==> config.mk <==
export PLATFORM = sky130hd
export DESIGN_NAME = maxicode_codeword_text_decoder
export DESIGN_NICKNAME = d
export VERILOG_FILES = /design/src/rtl/mcd_pkg.sv /design/src/rtl/mcd_queue.sv /design/src/rtl/mcd_front.sv /design/src/rtl/mcd_back.sv /design/src/rtl/maxicode_codeword_text_decoder.sv
export VERILOG_INCLUDE_DIRS = /design/src /design/src/rtl
export SDC_FILE = /design/constraint.sdc
export NUM_CORES = 1
export LEC_CHECK = 0
export BUFFER_PORTS_ARGS = -buffer_cell sky130_fd_sc_hd__buf_2
export CAP_MARGIN = 10
export CORE_MARGIN = 3
export CORE_UTILIZATION = 60
export DETAILED_ROUTE_END_ITERATION = 10
export PLACE_DENSITY = 0.78
export SLEW_MARGIN = 20
export SYNTH_ARGS = -nofsm -noshare
export SYNTH_HDL_FRONTEND = slang
export SYNTH_HIERARCHICAL = 1
export SYNTH_SLANG_ARGS = --single-unit
==> constraint.sdc <==
create_clock -name clk -period 7.9 [get_ports clk]
set_input_delay 1.975 -clock clk [delete_from_list [all_inputs] [get_ports clk]]
set_output_delay 1.975 -clock clk [all_outputs]
set_load 0.005 [all_outputs]
==> src/rtl/assert_macros.svh <==
// ----------------------------------------------------------------------------
// Assertion macros
// Clocked property checks with active-low reset masking.
// ----------------------------------------------------------------------------
`ifndef ASSERT_MACROS_SVH
`define ASSERT_MACROS_SVH

`ifndef SYNTHESIS
`define ASSERT_CLK(lbl, clk, rstn, prop) \
  lbl: assert property (@(posedge clk) disable iff (!rstn) prop) \
    else $error("assertion failed");
`define ASSERT_NEVER(lbl, clk, rstn, cond) \
  lbl: assert property (@(posedge clk) disable iff (!rstn) !(cond)) \
    else $error("forbidden condition seen");
`else
`define ASSERT_CLK(lbl, clk, rstn, prop)
`define ASSERT_NEVER(lbl, clk, rstn, cond)
`endif

`endif

==> src/rtl/mcd_pkg.sv <==
// ----------------------------------------------------------------------------
// mcd_pkg
// Shared types, code-set tables and constants for the codeword decoder.
// ----------------------------------------------------------------------------
`timescale 1ns / 1ps

package mcd_pkg;

  localparam int CW_W        = 6;
  localparam int VALUE_W     = 20;
  localparam int GVAL_W      = 30;
  localparam int IDX_W       = 3;
  localparam int CNT_W       = 4;
  localparam int SET_W       = 3;
  localparam int QUEUE_DEPTH = 4;

  typedef enum logic [1:0] {
    KIND_TEXT   = 2'd0,
    KIND_DIGIT  = 2'd1,
    KIND_ECI    = 2'd2,
    KIND_APPEND = 2'd3
  } kind_t;

  // KIND_DIGIT in a command carries a whole numeric group
  typedef struct packed {
    kind_t              kind;
    logic [GVAL_W-1:0]  value;
    logic [IDX_W-1:0]   app_idx;
    logic [CNT_W-1:0]   app_cnt;
  } cmd_t;

  typedef logic [8:0] sym_t;

  localparam sym_t SYM_SH0 = 9'h100;
  localparam sym_t SYM_SH1 = 9'h101;
  localparam sym_t SYM_SH2 = 9'h102;
  localparam sym_t SYM_SH3 = 9'h103;
  localparam sym_t SYM_SH4 = 9'h104;
  localparam sym_t SYM_TWO = 9'h105;
  localparam sym_t SYM_THR = 9'h106;
  localparam sym_t SYM_LA  = 9'h107;
  localparam sym_t SYM_LB  = 9'h108;
  localparam sym_t SYM_LK  = 9'h109;
  localparam sym_t SYM_EC  = 9'h10A;
  localparam sym_t SYM_NU  = 9'h10B;
  localparam sym_t SYM_PD  = 9'h10C;

  localparam sym_t CS_A [64] = '{
    9'h00D, 9'h041, 9'h042, 9'h043, 9'h044, 9'h045, 9'h046, 9'h047,
    9'h048, 9'h049, 9'h04A, 9'h04B, 9'h04C, 9'h04D, 9'h04E, 9'h04F,
    9'h050, 9'h051, 9'h052, 9'h053, 9'h054, 9'h055, 9'h056, 9'h057,
    9'h058, 9'h059, 9'h05A, SYM_EC, 9'h01C, 9'h01D, 9'h01E, SYM_NU,
    9'h020, SYM_PD, 9'h022, 9'h023, 9'h024, 9'h025, 9'h026, 9'h027,
    9'h028, 9'h029, 9'h02A, 9'h02B, 9'h02C, 9'h02D, 9'h02E, 9'h02F,
    9'h030, 9'h031, 9'h032, 9'h033, 9'h034, 9'h035, 9'h036, 9'h037,
    9'h038, 9'h039, 9'h03A, SYM_SH1, SYM_SH2, SYM_SH3, SYM_SH4, SYM_LB
  };

  localparam sym_t CS_B [64] = '{
    9'h060, 9'h061, 9'h062, 9'h063, 9'h064, 9'h065, 9'h066, 9'h067,
    9'h068, 9'h069, 9'h06A, 9'h06B, 9'h06C, 9'h06D, 9'h06E, 9'h06F,
    9'h070, 9'h071, 9'h072, 9'h073, 9'h074, 9'h075, 9'h076, 9'h077,
    9'h078, 9'h079, 9'h07A, SYM_EC, 9'h01C, 9'h01D, 9'h01E, SYM_NU,
    9'h07B, SYM_PD, 9'h07D, 9'h07E, 9'h07F, 9'h03B, 9'h03C, 9'h03D,
    9'h03E, 9'h03F, 9'h05B, 9'h05C, 9'h05D, 9'h05E, 9'h05F, 9'h020,
    9'h02C, 9'h02E, 9'h02F, 9'h03A, 9'h040, 9'h021, 9'h07C, SYM_PD,
    SYM_TWO, SYM_THR, SYM_PD, SYM_SH0, SYM_SH2, SYM_SH3, SYM_SH4, SYM_LA
  };

  localparam sym_t CS_C [64] = '{
    9'h0C0, 9'h0C1, 9'h0C2, 9'h0C3, 9'h0C4, 9'h0C5, 9'h0C6, 9'h0C7,
    9'h0C8, 9'h0C9, 9'h0CA, 9'h0CB, 9'h0CC, 9'h0CD, 9'h0CE, 9'h0CF,
    9'h0D0, 9'h0D1, 9'h0D2, 9'h0D3, 9'h0D4, 9'h0D5, 9'h0D6, 9'h0D7,
    9'h0D8, 9'h0D9, 9'h0DA, SYM_EC, 9'h01C, 9'h01D, 9'h01E, SYM_NU,
    9'h0DB, 9'h0DC, 9'h0DD, 9'h0DE, 9'h0DF, 9'h0AA, 9'h0AC, 9'h0B1,
    9'h0B2, 9'h0B3, 9'h0B5, 9'h0B9, 9'h0BA, 9'h0BC, 9'h0BD, 9'h0BE,
    9'h080, 9'h081, 9'h082, 9'h083, 9'h084, 9'h085, 9'h086, 9'h087,
    9'h088, 9'h089, SYM_LA, 9'h020, SYM_LK, SYM_SH3, SYM_SH4, SYM_LB
  };

  localparam sym_t CS_D [64] = '{
    9'h0E0, 9'h0E1, 9'h0E2, 9'h0E3, 9'h0E4, 9'h0E5, 9'h0E6, 9'h0E7,
    9'h0E8, 9'h0E9, 9'h0EA, 9'h0EB, 9'h0EC, 9'h0ED, 9'h0EE, 9'h0EF,
    9'h0F0, 9'h0F1, 9'h0F2, 9'h0F3, 9'h0F4, 9'h0F5, 9'h0F6, 9'h0F7,
    9'h0F8, 9'h0F9, 9'h0FA, SYM_EC, 9'h01C, 9'h01D, 9'h01E, SYM_NU,
    9'h0FB, 9'h0FC, 9'h0FD, 9'h0FE, 9'h0FF, 9'h0A1, 9'h0A8, 9'h0AB,
    9'h0AF, 9'h0B0, 9'h0B4, 9'h0B7, 9'h0B8, 9'h0BB, 9'h0BF, 9'h08A,
    9'h08B, 9'h08C, 9'h08D, 9'h08E, 9'h08F, 9'h090, 9'h091, 9'h092,
    9'h093, 9'h094, SYM_LA, 9'h020, SYM_SH2, SYM_LK, SYM_SH4, SYM_LB
  };

  localparam sym_t CS_E [64] = '{
    9'h000, 9'h001, 9'h002, 9'h003, 9'h004, 9'h005, 9'h006, 9'h007,
    9'h008, 9'h009, 9'h00A, 9'h00B, 9'h00C, 9'h00D, 9'h00E, 9'h00F,
    9'h010, 9'h011, 9'h012, 9'h013, 9'h014, 9'h015, 9'h016, 9'h017,
    9'h018, 9'h019, 9'h01A, SYM_EC, SYM_PD, SYM_PD, 9'h01B, SYM_NU,
    9'h01C, 9'h01D, 9'h01E, 9'h01F, 9'h09F, 9'h0A0, 9'h0A2, 9'h0A3,
    9'h0A4, 9'h0A5, 9'h0A6, 9'h0A7, 9'h0A9, 9'h0AD, 9'h0AE, 9'h0B6,
    9'h095, 9'h096, 9'h097, 9'h098, 9'h099, 9'h09A, 9'h09B, 9'h09C,
    9'h09D, 9'h09E, SYM_LA, 9'h020, SYM_SH2, SYM_SH3, SYM_LK, SYM_LB
  };

  function automatic sym_t sym_lookup(input logic [SET_W-1:0] set_sel,
                                      input logic [CW_W-1:0] cw);
    sym_t s;
    case (set_sel)
      3'd1:    s = CS_B[cw];
      3'd2:    s = CS_C[cw];
      3'd3:    s = CS_D[cw];
      3'd4:    s = CS_E[cw];
      default: s = CS_A[cw];
    endcase
    return s;
  endfunction

endpackage

==> src/rtl/mcd_queue.sv <==
// ----------------------------------------------------------------------------
// mcd_queue
// Small command FIFO between the classifier and the emitter.
// ----------------------------------------------------------------------------
`timescale 1ns / 1ps
`include "assert_macros.svh"

module mcd_queue #(
  parameter int DEPTH = mcd_pkg::QUEUE_DEPTH
) (
  input  logic          clk,
  input  logic          rst_n,
  input  logic          push,
  input  mcd_pkg::cmd_t push_data,
  output logic          full,
  input  logic          pop,
  output logic          pop_valid,
  output mcd_pkg::cmd_t pop_data
);
  import mcd_pkg::*;

  localparam int PTR_W = $clog2(DEPTH);
  localparam int CNT_W_Q = $clog2(DEPTH + 1);

  cmd_t               mem_r [DEPTH];
  logic [PTR_W-1:0]   wr_ptr_r, wr_ptr_nxt;
  logic [PTR_W-1:0]   rd_ptr_r, rd_ptr_nxt;
  logic [CNT_W_Q-1:0] count_r, count_nxt;

  assign full      = (count_r == CNT_W_Q'(DEPTH));
  assign pop_valid = (count_r != '0);
  assign pop_data  = mem_r[rd_ptr_r];

  always_comb begin
    wr_ptr_nxt = wr_ptr_r;
    rd_ptr_nxt = rd_ptr_r;
    count_nxt  = count_r;
    if (push) begin
      wr_ptr_nxt = (wr_ptr_r == PTR_W'(DEPTH - 1)) ? '0 : wr_ptr_r + 1'b1;
    end
    if (pop) begin
      rd_ptr_nxt = (rd_ptr_r == PTR_W'(DEPTH - 1)) ? '0 : rd_ptr_r + 1'b1;
    end
    if (push && !pop) begin
      count_nxt = count_r + 1'b1;
    end else if (pop && !push) begin
      count_nxt = count_r - 1'b1;
    end
  end

  always_ff @(posedge clk) begin
    if (!rst_n) begin
      wr_ptr_r <= '0;
      rd_ptr_r <= '0;
      count_r  <= '0;
    end else begin
      wr_ptr_r <= wr_ptr_nxt;
      rd_ptr_r <= rd_ptr_nxt;
      count_r  <= count_nxt;
    end
  end

  always_ff @(posedge clk) begin
    if (push) begin
      mem_r[wr_ptr_r] <= push_data;
    end
  end

  `ASSERT_NEVER(a_push_full, clk, rst_n, push && full)
  `ASSERT_NEVER(a_pop_empty, clk, rst_n, pop && !pop_valid)
  `ASSERT_CLK(a_ptr_match, clk, rst_n, (count_r == '0 || full) |-> (wr_ptr_r == rd_ptr_r))

endmodule

==> src/rtl/mcd_front.sv <==
// ----------------------------------------------------------------------------
// mcd_front
// Codeword classifier: tracks code set, shifts and open groups, and turns
// each beat into at most one command for the emitter.
// ----------------------------------------------------------------------------
`timescale 1ns / 1ps
`include "assert_macros.svh"

module mcd_front (
  input  logic                     clk,
  input  logic                     rst_n,
  input  logic                     in_valid,
  output logic                     in_ready,
  input  logic [mcd_pkg::CW_W-1:0] in_codeword,
  input  logic                     in_first_of_message,
  input  logic                     in_last_of_message,
  input  logic                     q_full,
  output logic                     q_push,
  output mcd_pkg::cmd_t            q_data
);
  import mcd_pkg::*;

  typedef enum logic [1:0] {GK_NONE, GK_NUM, GK_ECI, GK_SA} grp_t;

  localparam logic [2:0] SHIFT_NONE = 3'd7;
  localparam logic [2:0] NUM_LEN    = 3'd5;

  logic [SET_W-1:0]  cur_set_r, cur_set_nxt;
  logic [SET_W-1:0]  saved_set_r, saved_set_nxt;
  logic [2:0]        shift_r, shift_nxt;
  grp_t              grp_r, grp_nxt;
  logic [2:0]        grem_r, grem_nxt;
  logic [GVAL_W-1:0] gval_r, gval_nxt;

  logic              accept;
  logic              cmd_vld;
  cmd_t              cmd;
  sym_t              sym;
  logic [IDX_W-1:0]  sa_idx;
  logic [CNT_W-1:0]  sa_cnt;

  assign in_ready = !q_full;
  assign accept   = in_valid && in_ready;
  assign q_push   = accept && cmd_vld;
  assign q_data   = cmd;

  assign sa_idx = in_codeword[5:3];

  always_comb begin
    cur_set_nxt   = cur_set_r;
    saved_set_nxt = saved_set_r;
    shift_nxt     = shift_r;
    grp_nxt       = grp_r;
    grem_nxt      = grem_r;
    gval_nxt      = gval_r;
    cmd_vld       = 1'b0;
    cmd           = '0;
    sym           = '0;
    sa_cnt        = {1'b0, in_codeword[2:0]} + 4'd1;

    if (in_first_of_message) begin
      cur_set_nxt   = '0;
      saved_set_nxt = '0;
      shift_nxt     = SHIFT_NONE;
      grp_nxt       = GK_NONE;
      grem_nxt      = '0;
      gval_nxt      = '0;
    end

    unique case (grp_nxt)
      GK_NUM: begin
        gval_nxt = {gval_nxt[GVAL_W-CW_W-1:0], in_codeword};
        if (grem_nxt != '0) begin
          grem_nxt = grem_nxt - 3'd1;
        end
        if (grem_nxt == '0) begin
          grp_nxt   = GK_NONE;
          cmd_vld   = 1'b1;
          cmd.kind  = KIND_DIGIT;
          cmd.value = gval_nxt;
        end
      end
      GK_ECI: begin
        if (grem_nxt == '0) begin
          if (!in_codeword[5]) begin
            grp_nxt   = GK_NONE;
            cmd_vld   = 1'b1;
            cmd.kind  = KIND_ECI;
            cmd.value = GVAL_W'(in_codeword);
          end else if (!in_codeword[4]) begin
            gval_nxt = GVAL_W'(in_codeword[3:0]);
            grem_nxt = 3'd1;
          end else if (!in_codeword[3]) begin
            gval_nxt = GVAL_W'(in_codeword[2:0]);
            grem_nxt = 3'd2;
          end else begin
            gval_nxt = GVAL_W'(in_codeword[1:0]);
            grem_nxt = 3'd3;
          end
        end else begin
          gval_nxt = GVAL_W'({gval_nxt[VALUE_W-CW_W-1:0], in_codeword});
          grem_nxt = grem_nxt - 3'd1;
          if (grem_nxt == '0) begin
            grp_nxt   = GK_NONE;
            cmd_vld   = 1'b1;
            cmd.kind  = KIND_ECI;
            cmd.value = gval_nxt;
          end
        end
      end
      GK_SA: begin
        if (sa_cnt == 4'd1 || sa_cnt <= {1'b0, sa_idx}) begin
          sa_cnt = '0;
        end
        grp_nxt     = GK_NONE;
        grem_nxt    = '0;
        cmd_vld     = 1'b1;
        cmd.kind    = KIND_APPEND;
        cmd.app_idx = sa_idx;
        cmd.app_cnt = sa_cnt;
      end
      default: begin
        sym = sym_lookup(cur_set_nxt, in_codeword);
        unique case (sym) inside
          SYM_LA: begin
            cur_set_nxt = 3'd0;
            shift_nxt   = SHIFT_NONE;
          end
          SYM_LB: begin
            cur_set_nxt = 3'd1;
            shift_nxt   = SHIFT_NONE;
          end
          SYM_SH0, SYM_SH1, SYM_SH2, SYM_SH3, SYM_SH4: begin
            saved_set_nxt = cur_set_nxt;
            cur_set_nxt   = sym[SET_W-1:0];
            shift_nxt     = 3'd1;
          end
          SYM_TWO: begin
            saved_set_nxt = cur_set_nxt;
            cur_set_nxt   = 3'd0;
            shift_nxt     = 3'd2;
          end
          SYM_THR: begin
            saved_set_nxt = cur_set_nxt;
            cur_set_nxt   = 3'd0;
            shift_nxt     = 3'd3;
          end
          SYM_LK: begin
            shift_nxt = SHIFT_NONE;
          end
          SYM_NU: begin
            grp_nxt  = GK_NUM;
            grem_nxt = NUM_LEN;
            gval_nxt = '0;
          end
          SYM_EC: begin
            grp_nxt  = GK_ECI;
            grem_nxt = '0;
            gval_nxt = '0;
          end
          SYM_PD: begin
            if (in_first_of_message) begin
              grp_nxt  = GK_SA;
              grem_nxt = 3'd1;
            end
            shift_nxt = SHIFT_NONE;
          end
          default: begin
            cmd_vld   = 1'b1;
            cmd.kind  = KIND_TEXT;
            cmd.value = GVAL_W'(sym[7:0]);
          end
        endcase
        // shift countdown; saved set returns on expiry
        if (shift_nxt != SHIFT_NONE) begin
          if (shift_nxt == 3'd0) begin
            cur_set_nxt = saved_set_nxt;
            shift_nxt   = SHIFT_NONE;
          end else begin
            shift_nxt = shift_nxt - 3'd1;
          end
        end
      end
    endcase

    if (in_last_of_message) begin
      cur_set_nxt   = '0;
      saved_set_nxt = '0;
      shift_nxt     = SHIFT_NONE;
      grp_nxt       = GK_NONE;
      grem_nxt      = '0;
      gval_nxt      = '0;
    end
  end

  always_ff @(posedge clk) begin
    if (!rst_n) begin
      cur_set_r   <= '0;
      saved_set_r <= '0;
      shift_r     <= SHIFT_NONE;
      grp_r       <= GK_NONE;
      grem_r      <= '0;
      gval_r      <= '0;
    end else if (accept) begin
      cur_set_r   <= cur_set_nxt;
      saved_set_r <= saved_set_nxt;
      shift_r     <= shift_nxt;
      grp_r       <= grp_nxt;
      grem_r      <= grem_nxt;
      gval_r      <= gval_nxt;
    end
  end

  `ASSERT_NEVER(a_num_rem, clk, rst_n, (grp_r == GK_NUM) && (grem_r == '0 || grem_r > NUM_LEN))
  `ASSERT_NEVER(a_eci_rem, clk, rst_n, (grp_r == GK_ECI) && (grem_r > 3'd3))
  `ASSERT_NEVER(a_set_rng, clk, rst_n, (cur_set_r > 3'd4) || (saved_set_r > 3'd4))
  `ASSERT_NEVER(a_shift_rng, clk, rst_n, (shift_r == 3'd4) || (shift_r == 3'd5) || (shift_r == 3'd6))

endmodule

==> src/rtl/mcd_back.sv <==
// ----------------------------------------------------------------------------
// mcd_back
// Result emitter: single results go straight to the output register;
// numeric groups are converted to BCD, then sent one digit per beat.
// ----------------------------------------------------------------------------
`timescale 1ns / 1ps
`include "assert_macros.svh"

module mcd_back (
  input  logic                        clk,
  input  logic                        rst_n,
  input  logic                        q_valid,
  input  mcd_pkg::cmd_t               q_data,
  output logic                        q_pop,
  output logic                        out_valid,
  input  logic                        out_ready,
  output logic [1:0]                  out_kind,
  output logic [mcd_pkg::VALUE_W-1:0] out_value,
  output logic [mcd_pkg::IDX_W-1:0]   out_append_index,
  output logic [mcd_pkg::CNT_W-1:0]   out_append_count,
  output logic                        out_last_of_run
);
  import mcd_pkg::*;

  typedef enum logic [1:0] {S_IDLE, S_CONV, S_EMIT} state_t;

  localparam int DIGITS     = 10;
  localparam int BCD_W      = 4 * DIGITS;
  localparam int STEP_BITS  = 3;
  localparam int CONV_STEPS = GVAL_W / STEP_BITS;
  localparam logic [3:0] STEP_LAST  = 4'(CONV_STEPS - 1);
  localparam logic [3:0] ASCII_ZERO = 4'h3;

  state_t            state_r;
  logic [GVAL_W-1:0] bin_r;
  logic [BCD_W-1:0]  bcd_r;
  logic [BCD_W-1:0]  bcd_step;
  logic [3:0]        step_r;
  logic [3:0]        dig_r;

  logic              out_valid_r;
  kind_t             out_kind_r;
  logic [VALUE_W-1:0] out_value_r;
  logic [IDX_W-1:0]  out_idx_r;
  logic [CNT_W-1:0]  out_cnt_r;
  logic              out_last_r;
  logic              out_free;
  logic              out_load;

  // shift-add-3 over STEP_BITS input bits
  function automatic logic [BCD_W-1:0] dabble(input logic [BCD_W-1:0] bcd_in,
                                               input logic [STEP_BITS-1:0] bits);
    logic [BCD_W-1:0] b;
    b = bcd_in;
    for (int k = STEP_BITS - 1; k >= 0; k--) begin
      for (int d = 0; d < DIGITS; d++) begin
        if (b[4*d +: 4] >= 4'd5) begin
          b[4*d +: 4] = b[4*d +: 4] + 4'd3;
        end
      end
      b = {b[BCD_W-2:0], bits[k]};
    end
    return b;
  endfunction

  assign out_free = !out_valid_r || out_ready;
  assign q_pop    = (state_r == S_IDLE) && q_valid && out_free;
  assign out_load = (q_pop && (q_data.kind != KIND_DIGIT)) ||
                    ((state_r == S_EMIT) && out_free);
  assign bcd_step = dabble(bcd_r, bin_r[GVAL_W-1 -: STEP_BITS]);

  assign out_valid        = out_valid_r;
  assign out_kind         = out_kind_r;
  assign out_value        = out_value_r;
  assign out_append_index = out_idx_r;
  assign out_append_count = out_cnt_r;
  assign out_last_of_run  = out_last_r;

  always_ff @(posedge clk) begin
    if (!rst_n) begin
      state_r     <= S_IDLE;
      out_valid_r <= 1'b0;
    end else begin
      out_valid_r <= out_load || (out_valid_r && !out_ready);
      unique case (state_r)
        S_IDLE: begin
          if (q_pop) begin
            if (q_data.kind == KIND_DIGIT) begin
              bin_r   <= q_data.value;
              bcd_r   <= '0;
              step_r  <= '0;
              state_r <= S_CONV;
            end else begin
              out_kind_r  <= q_data.kind;
              out_value_r <= q_data.value[VALUE_W-1:0];
              out_idx_r   <= q_data.app_idx;
              out_cnt_r   <= q_data.app_cnt;
              out_last_r  <= 1'b1;
            end
          end
        end
        S_CONV: begin
          bin_r  <= bin_r << STEP_BITS;
          step_r <= step_r + 4'd1;
          if (step_r == STEP_LAST) begin
            state_r <= S_EMIT;
            // nine digits with leading zeros unless the value needs ten
            if (bcd_step[BCD_W-1 -: 4] == 4'd0) begin
              bcd_r <= {bcd_step[BCD_W-5:0], 4'd0};
              dig_r <= 4'(DIGITS - 2);
            end else begin
              bcd_r <= bcd_step;
              dig_r <= 4'(DIGITS - 1);
            end
          end else begin
            bcd_r <= bcd_step;
          end
        end
        S_EMIT: begin
          if (out_free) begin
            out_kind_r  <= KIND_DIGIT;
            out_value_r <= VALUE_W'({ASCII_ZERO, bcd_r[BCD_W-1 -: 4]});
            out_idx_r   <= '0;
            out_cnt_r   <= '0;
            out_last_r  <= (dig_r == 4'd0);
            bcd_r       <= {bcd_r[BCD_W-5:0], 4'd0};
            dig_r       <= dig_r - 4'd1;
            if (dig_r == 4'd0) begin
              state_r <= S_IDLE;
            end
          end
        end
        default: state_r <= S_IDLE;
      endcase
    end
  end

  `ASSERT_CLK(a_conv_done, clk, rst_n, (state_r == S_CONV && step_r == STEP_LAST) |=> (state_r == S_EMIT))
  `ASSERT_CLK(a_run_digits, clk, rst_n, (out_valid_r && !out_last_r) |-> (out_kind_r == KIND_DIGIT))
  `ASSERT_CLK(a_bcd_digit, clk, rst_n, (state_r == S_EMIT) |-> (bcd_r[BCD_W-1 -: 4] <= 4'd9))

endmodule

==> src/rtl/maxicode_codeword_text_decoder.sv <==
// ----------------------------------------------------------------------------
// maxicode_codeword_text_decoder
// MaxiCode message codeword to text/ECI/append result decoder.
// ----------------------------------------------------------------------------
// Usage:
//   Input channel (in_valid/in_ready) takes one 6-bit codeword per beat with
//   message start and end flags. Result channel (out_valid/out_ready) gives
//   zero or more results per codeword; out_last_of_run marks the final one.
//   A classifier takes a codeword every cycle while the queue is not full and
//   queues at most one command per codeword; an emitter drains the queue into
//   a registered output. A text byte, ECI number or append result is queued,
//   then popped into the output register when the emitter is idle and the
//   output is free. A numeric group runs a binary-to-BCD conversion (3 bits
//   per cycle), then sends 9 or 10 digit results at one per cycle while the
//   output is taken. Throughput: one codeword per cycle for single-result
//   codewords while out_ready holds; the queue buffers commands behind a group.
//   in_ready drops only when the queue is full.
//   Reset (rst_n low, synchronous) restores set A, no shift, no open group,
//   and empties the queue and output register.
//   A stalled receiver holds the output beat; the queue then fills and
//   backpressure reaches the input.
// ----------------------------------------------------------------------------
`timescale 1ns / 1ps

module maxicode_codeword_text_decoder #(
  parameter int QDEPTH = mcd_pkg::QUEUE_DEPTH
) (
  input  logic                        clk,
  input  logic                        rst_n,
  input  logic                        in_valid,
  output logic                        in_ready,
  input  logic [mcd_pkg::CW_W-1:0]    in_codeword,
  input  logic                        in_first_of_message,
  input  logic                        in_last_of_message,
  output logic                        out_valid,
  input  logic                        out_ready,
  output logic [1:0]                  out_kind,
  output logic [mcd_pkg::VALUE_W-1:0] out_value,
  output logic [mcd_pkg::IDX_W-1:0]   out_append_index,
  output logic [mcd_pkg::CNT_W-1:0]   out_append_count,
  output logic                        out_last_of_run
);
  import mcd_pkg::*;

  logic q_full;
  logic q_push;
  cmd_t q_wdata;
  logic q_pop;
  logic q_valid;
  cmd_t q_rdata;

  mcd_front u_front (
    .clk                 (clk),
    .rst_n               (rst_n),
    .in_valid            (in_valid),
    .in_ready            (in_ready),
    .in_codeword         (in_codeword),
    .in_first_of_message (in_first_of_message),
    .in_last_of_message  (in_last_of_message),
    .q_full              (q_full),
    .q_push              (q_push),
    .q_data              (q_wdata)
  );

  mcd_queue #(
    .DEPTH (QDEPTH)
  ) u_queue (
    .clk       (clk),
    .rst_n     (rst_n),
    .push      (q_push),
    .push_data (q_wdata),
    .full      (q_full),
    .pop       (q_pop),
    .pop_valid (q_valid),
    .pop_data  (q_rdata)
  );

  mcd_back u_back (
    .clk              (clk),
    .rst_n            (rst_n),
    .q_valid          (q_valid),
    .q_data           (q_rdata),
    .q_pop            (q_pop),
    .out_valid        (out_valid),
    .out_ready        (out_ready),
    .out_kind         (out_kind),
    .out_value        (out_value),
    .out_append_index (out_append_index),
    .out_append_count (out_append_count),
    .out_last_of_run  (out_last_of_run)
  );

endmodule
Word level (Yosys, flattened, before mapping)
Memories as Yosys holds them, arrays and structs flattened. A register that Yosys moved wholly into a read port is not among the register bits.
Cells that the tools add are included.
{"block": "totals", "out_inout_bits": 32, "inputBits": 12, "ff_bits": 162, "n_memories": 6, "mem_bits_rw": 156, "elab_cells": 330, "mem_bits_ro": 2880}
{"block": "op_classes", "n_bitwise": 1, "muxes": 152, "reduce_logical": 44, "n_addsub": 39, "n_eq_ne": 36, "magnitude_cmp": 32}
{"name": "(no name shown)", "words": 64, "width": 9, "rd": 1, "rd_ports_with_merged_regs": 0, "write_ports": 0, "line": "mcd_pkg.sv:107", "source": "3'd1: s = CS_B[cw];"}
{"name": "(no name shown)", "words": 64, "width": 9, "rd": 1, "rd_ports_with_merged_regs": 0, "write_ports": 0, "line": "mcd_pkg.sv:108", "source": "3'd2: s = CS_C[cw];"}
{"name": "(no name shown)", "words": 64, "width": 9, "rd": 1, "rd_ports_with_merged_regs": 0, "write_ports": 0, "line": "mcd_pkg.sv:109", "source": "3'd3: s = CS_D[cw];"}
{"name": "(no name shown)", "words": 64, "width": 9, "rd": 1, "rd_ports_with_merged_regs": 0, "write_ports": 0, "line": "mcd_pkg.sv:110", "source": "3'd4: s = CS_E[cw];"}
{"name": "(no name shown)", "words": 64, "width": 9, "rd": 1, "rd_ports_with_merged_regs": 0, "write_ports": 0, "line": "mcd_pkg.sv:111", "source": "default: s = CS_A[cw];"}
{"name": "u_queue.mem_r", "words": 4, "width": 39, "rd": 1, "rd_ports_with_merged_regs": 1, "write_ports": 1, "line": "mcd_queue.sv:25", "source": "cmd_t mem_r [DEPTH];"}
{"cell": "$mux W30", "count": 8}
{"cell": "$mux W40", "count": 5}
{"cell": "$pmux W30 S3", "count": 2}
{"cell": "$mux W4", "count": 35}
{"cell": "$ge A4 B3 Y1 const B", "count": 30}
{"cell": "$pmux W40 S3", "count": 1}
{"cell": "$eq A9 B9 Y1 const B", "count": 13}
{"cell": "$add A4 B2 Y4 const B", "count": 27}
{"cell": "$mux W9", "count": 11}
{"cell": "$mux W3", "count": 32}
{"cell": "$mux W32", "count": 3}
{"cell": "$mux W20", "count": 3}
{"cell": "$pmux W30 S2", "count": 1}
{"cell": "$pmux W20 S2", "count": 1}
{"cell": "$mux W2", "count": 19}
{"cell": "$pmux W9 S4", "count": 1}
{"cell": "$mux W31", "count": 1}
{"cell": "$pmux W3 S3", "count": 3}
{"cell": "$pmux W2 S3", "count": 4}
{"cell": "$pmux W4 S2", "count": 3}
{"cell": "$reduce_and A5 Y1", "count": 3}
{"cell": "$reduce_or A13 Y1", "count": 1}
{"cell": "$logic_not A3 Y1", "count": 4}
{"cell": "$mux W1", "count": 12}
{"cell": "40 further kinds", "count": 81}

Depth between registers and ports, before layout
{"block": "depth", "ltp_word": 15, "mapped_depth": 22, "ltp_nobuf": 22}

Hierarchy
Netlist, hierarchy kept.
{"mod": "mcd_back", "area_per_inst_um2": 8371.8, "n_inst": 1, "cells_each": 865, "seq_area_each_um2": 3303.2}
{"mod": "mcd_queue", "area_per_inst_um2": 6077.1, "n_inst": 1, "cells_each": 247, "seq_area_each_um2": 4864.7}
{"mod": "mcd_front", "area_per_inst_um2": 5311.3, "n_inst": 1, "cells_each": 769, "seq_area_each_um2": 760.7}

Worst setup path after synthesis
Ideal clock, no wire load.
{"block": "synth_timing", "path_kind": "input port to flip-flop", "from": "input port in_codeword[1] in the netlist's numbering", "to": "memory u_queue/mem_r[0][0] in the netlist's numbering, enable pin", "path_buffers": 4, "required_time_ps": 7500, "slack_ps": 1678, "setup_ps": 400, "t_arrival_ps": 5822, "path_stages": 15, "path_cell_list": "clkbuf_1 -> buf_2 -> inv_1 -> ha_1 -> clkbuf_1 -> nor2b_1 -> o311ai_0 -> a211o_1 -> o211ai_2 -> buf_4 -> nand2_1 -> and3_1 -> o21ai_0 -> a21oi_1 -> and2_1"}
{"block": "synth_via", "elab_chain_cells": 13, "word_cells_on_any_way": 37, "classes_between": "13 x eq/ne; 16 x mux; 1 x bitwise; 2 x reduce/logical; 5 x memory"}
{"element": "from (decl)", "line": "maxicode_codeword_text_decoder.sv:32", "source": "input logic [mcd_pkg::CW_W-1:0] in_codeword,"}
{"element": "$not A6 Y7 (not written as such) *"}
{"element": "$mem_v2 Z64 W9 (on tied branches)"}
{"element": "$mux W9 (on tied branches) (2 in a row)"}
{"element": "$pmux W9 S4 *", "line": "mcd_pkg.sv:106", "source": "case (set_sel)"}
{"element": "$mux W9 *", "line": "mcd_front.sv:70", "source": "unique case (grp_nxt)"}
{"element": "$eq A9 B9 Y1 (no source line)"}
{"element": "$reduce_or A13 Y1 (no source line) *"}
{"element": "$mux W1 *", "line": "mcd_front.sv:124", "source": "unique case (sym) inside"}
{"element": "$pmux W1 S3 *", "line": "mcd_front.sv:70"}
{"element": "$logic_and A1 B1 Y1 *", "line": "mcd_front.sv:44", "source": "assign q_push = accept && cmd_vld;"}
{"element": "named net q_push", "line": "maxicode_codeword_text_decoder.sv:46", "source": "logic q_push;"}
{"element": "$mux W1 *", "line": "mcd_queue.sv:64", "source": "if (push) begin"}
{"element": "$mux W1 (not written as such) *", "line": "mcd_queue.sv:65", "source": "mem_r[wr_ptr_r] <= push_data;"}
{"element": "to (decl)", "line": "mcd_queue.sv:25"}
The timed path passes the listed nets; every way through them passes the cells marked *. The select of a mux whose other input is x is not followed.

Worst setup path after layout
{"block": "layout_timing", "from": "input port in_codeword[1] in the netlist's numbering", "to": "register u_queue.count_r[2]"}
{"block": "layout_via", "elab_chain_cells": 14, "word_cells_on_any_way": 40, "classes_between": "13 x eq/ne; 15 x mux; 1 x bitwise; 6 x reduce/logical; 5 x memory"}
{"element": "$not A6 Y7 (not written as such) *"}
{"element": "$mem_v2 Z64 W9 (on tied branches)"}
{"element": "$mux W9 (on tied branches) (2 in a row)"}
{"element": "$pmux W9 S4 *", "line": "mcd_pkg.sv:106"}
{"element": "$mux W9 *", "line": "mcd_front.sv:70"}
{"element": "$eq A9 B9 Y1 (no source line)"}
{"element": "$reduce_or A13 Y1 (no source line) *"}
{"element": "$mux W1 *", "line": "mcd_front.sv:124"}
{"element": "$pmux W1 S3 *", "line": "mcd_front.sv:70"}
{"element": "$logic_and A1 B1 Y1 *", "line": "mcd_front.sv:44"}
{"element": "named net q_push", "line": "maxicode_codeword_text_decoder.sv:46"}
{"element": "$logic_not A1 Y1", "line": "mcd_queue.sv:46", "source": "end else if (pop && !push) begin"}
{"element": "$logic_and A1 B1 Y1", "line": "mcd_queue.sv:46"}
{"element": "$reduce_bool A2 Y1 (no source line)"}
{"element": "to (signal assigned)", "line": "mcd_queue.sv:59", "source": "count_r <= count_nxt;"}
{"element": "to (decl)", "line": "mcd_queue.sv:28", "source": "logic [CNT_W_Q-1:0] count_r, count_nxt;"}
Marks and branches as above.
A chain may end at the register's enable or synchronous reset.

==> flow_summary_export.csv <==
group,metric,value,unit
synth,syn_nets,1986,
die,io_pins,44,
cts,cts_tree,"done",
critical_path,cp_slowest_cell,"ha_1",
cells_and_area,diodes,0,
run,drv_cap,0,
routing,ant_nets,0,
routing,post_drt_wl_per_cell,20.38,um
cts,cts_buffer_depth,3,
pwr,power.density,299.1,nW/um2
worst_hold_path,min_to,"u_front/shift_r[0]",
cells_and_area,finalNetCount,1978,
outcome,status,"finished, final reports clean",
cells_and_area,finalNonFillerCells,2333,
global_routing,grt_pass1_wl,77.14,mm
global_routing,grt_overflow_total,0,
critical_path,path_class,"in2reg",
synth,synth_top_cells_by_count,"edfxtp_1, nand2_1, a21oi_1",
die,start_util,61.67,%
worst_hold_path,worstHoldPathType,"reg2reg",
die,core_area,32040,um2
sta,holdWs,0.4839,ns
critical_path,reg2reg_depth,17,
place,port-buffer-count,43,
place,gp_congestion,1.016,
sta,hold_violations,0,
die,die_w,187.5,um
place,dpl_cell_area,20230,um2
critical_path,rr_endpoint,"u_back/bcd_r[7]",
critical_path,path_delay_family,"compound AO/OA/AOI/OAI gates",
cts,cts-root-buf,"clkbuf_16",
routing,drt-total-wl,47.55,mm
synth,async_reset_ff_share,0,%
global_routing,grt_max_degree,52,
place,place_inst,2275,
routing,vias,15032,
critical_path,crit_required,8.40,ns
cells_and_area,fin_util,66.37,%
sta,finalSetupViolations,0,
routing,firstDrtPassIters,6,
synth,synth_top_area_cell,"edfxtp_1",
critical_path,cp_num_buf_inv,3,
sta,skew,0.01970,ns
pwr,peakVddDrop,162.1,uV
sta,tns,0,ns
critical_path,reg2reg_from,"u_back/bcd_r[37]",
cells_and_area,drive_gt1_share,13.86,%
cells_and_area,fin_area,21270,um2
synth,synth_seq_cells,314,
synth,syn_inst,1881,
routing,vias_per_cell,6.443,
cts,clkLatencyLatePin,0.58,ns
synth,synth_edf_count,264,
global_routing,antenna_found_initial,0,
worst_hold_path,min_path_cells,1,
cts,cts_hold_buf,0,
routing,drt_iter0_drc,1680,
synth,synth_top_area_share,40.12,%
cells_and_area,area_growth,7.623,%
sta,fin_crit,6.157,ns
global_routing,grt_usage,26.63,%
critical_path,path_cells,"buf_2, inv_1, ha_1, nor2_1, mux2_2, a211oi_1, o32ai_1, a211oi_2, nand2_1, and3_1, o21ai_0, a21oi_1, ha_1, inv_1, fa_1, xor2_1, or3_1, a21boi_0",
sta,fin_crit_sh,77.94,%
synth,ys.flop_type,"edfxtp_1",
synth,synth-seq-area-share,45.18,%
place,dp_slack,1.206,ns
place,dp_hpwl,32.27,mm
critical_path,worst-path-max-fanout,15,
critical_path,r2r_setup_slack,2.51,ns
critical_path,critPathLaunch,"in_codeword[1]",
cts,cts_resized,0,
sta,setup_slack,1.743,ns
routing,remaining_drc_errors,0,
cts,clk_pin_slew,0.07,ns
synth,synth_area_leaders,"edfxtp_1, ha_1, dfxtp_1, mux4_2, nand2_1",
pwr,p_leak,7.885,nW
critical_path,arrival,6.66,ns
sta,fmax,162.4,MHz
synth,synth.avg_cell_area,10.51,um2
die,die_y,187.5,um
cts,htree_levels,1,
critical_path,worstSetupEndpointType,"flop",
pwr,total_power,6.360,mW
die,row_count,65,
cts,post_cts_buffers,0,
synth,synth_cell_types,100,
synth,yosysMostFrequentCell,"edfxtp_1",
sta,final_max_slew_viol_count,0,
cts,cts_sinks,314,
critical_path,slowest_delay,0.69,ns
sta,slew_headroom,24.20,%
synth,yosysWarnings,6,
global_routing,grt_pass1_vias,14393,
cts,numCtsBuffers,31,
sta,rsz0062_at_grt,"no",
critical_path,cp-start-kind,"input port",
die,dieArea,35150,um2
worst_hold_path,worstHoldStart,"u_front/shift_r[0]",
sta,worst_pin_slew,1.137,ns
synth,syn-cell-area,19760,um2
==> where the power goes <==
part	internal (mW)	leakage [nW]	total, mW	switching, mW
logic	1.08	4.38	2.60	1.51
registers	2.13	3.01	2.29	0.157
clock network	0.848	0.498	1.47	0.625
==> routing by layer <==
layer / GRT usage, % / wire (um) / vias up
met5: 0 / 0 / -
met4: 7.821 / 1372 / 0
met3: 2.774 / 3006 / 99
met2: 45.01 / 23160 / 620
met1: 36.77 / 20010 / 7284
li1: - / - / 7029
==> worst max path at each step <==
| stage | cells after the start | to |
|---|---|---|
| after floorplan | 15 | u_queue/mem_r[0][0] |
| after global placement | 17 | u_queue/count_r[2] |
| after detailed placement | 18 | u_queue/count_r[2] |
| after CTS | 18 | u_queue/count_r[2] |
| after global routing | 18 | u_queue/count_r[2] |
| final | 18 | u_queue/count_r[2] |
==> cell type report <==
cell class | instances | area [um2]
clock buffer | 41 | 833.3
clock inverter | 17 | 192.7
fill | 2470 | 10780
inverter | 83 | 311.5
multi-input combinational | 1368 | 9998
sequential | 314 | 8931
tap | 435 | 544.3
timing repair buffer | 75 | 455.4
==> worst reg2reg max path, delay by kind of cell (launching register included) <==
family	cells	cell delay, ns
buf+inv	2	0.17
simple gates	5	1.27
flops	1	0.44
mux	2	0.78
compound gates	5	1.90
fa+ha+maj	3	0.60
==> cells in the final DEF, fill, tap and decap left out, types with 12 or more instances in the layout <==
master and count:
a221oi_1 27, mux2_2 46, xnor2_1 22, edfxtp_1 264
a22oi_1 22, nor3_1 34, ha_1 92, a21oi_1 118
dfxtp_1 48, clkbuf_16 31, and2_1 39, a21o_1 16
mux2i_1 53, nor2_1 111, a211oi_1 15, nor3b_1 23
a31oi_1 18, o211ai_1 26, o21ai_0 90, buf_2 43
mux4_2 40, nor2b_1 88, nand2_1 164, nand2b_1 51
o21a_1 12, inv_1 81, nand3_1 38, buf_4 32
==> logic make-up after synthesis <==
| group | after synthesis | share of synthesized area [%] |
|---|---|---|
| buffers and inverters | 199 | 4.394 |
| AO/OA/AOI/OAI | 486 | 16.94 |
| XOR/XNOR | 32 | 1.418 |
| AND/OR/NAND/NOR | 618 | 16.27 |
| flip-flops | 314 | 45.18 |
| adder cells (fa/ha/maj) | 93 | 5.927 |
| multiplexers | 139 | 9.865 |
==> flip-flops by register name, summed over array words and instances (netlist names), 4 cells and up, named ones only <==
name	count
u_back/bcd_r	40
u_back/dig_r	4
u_back/out_value	20
u_back/bin_r	30
u_front/gval_r	24
u_queue/mem_r	156
u_back/out_append_count	4
u_back/step_r	4
Note: power is estimated with default switching activity, not from simulation.
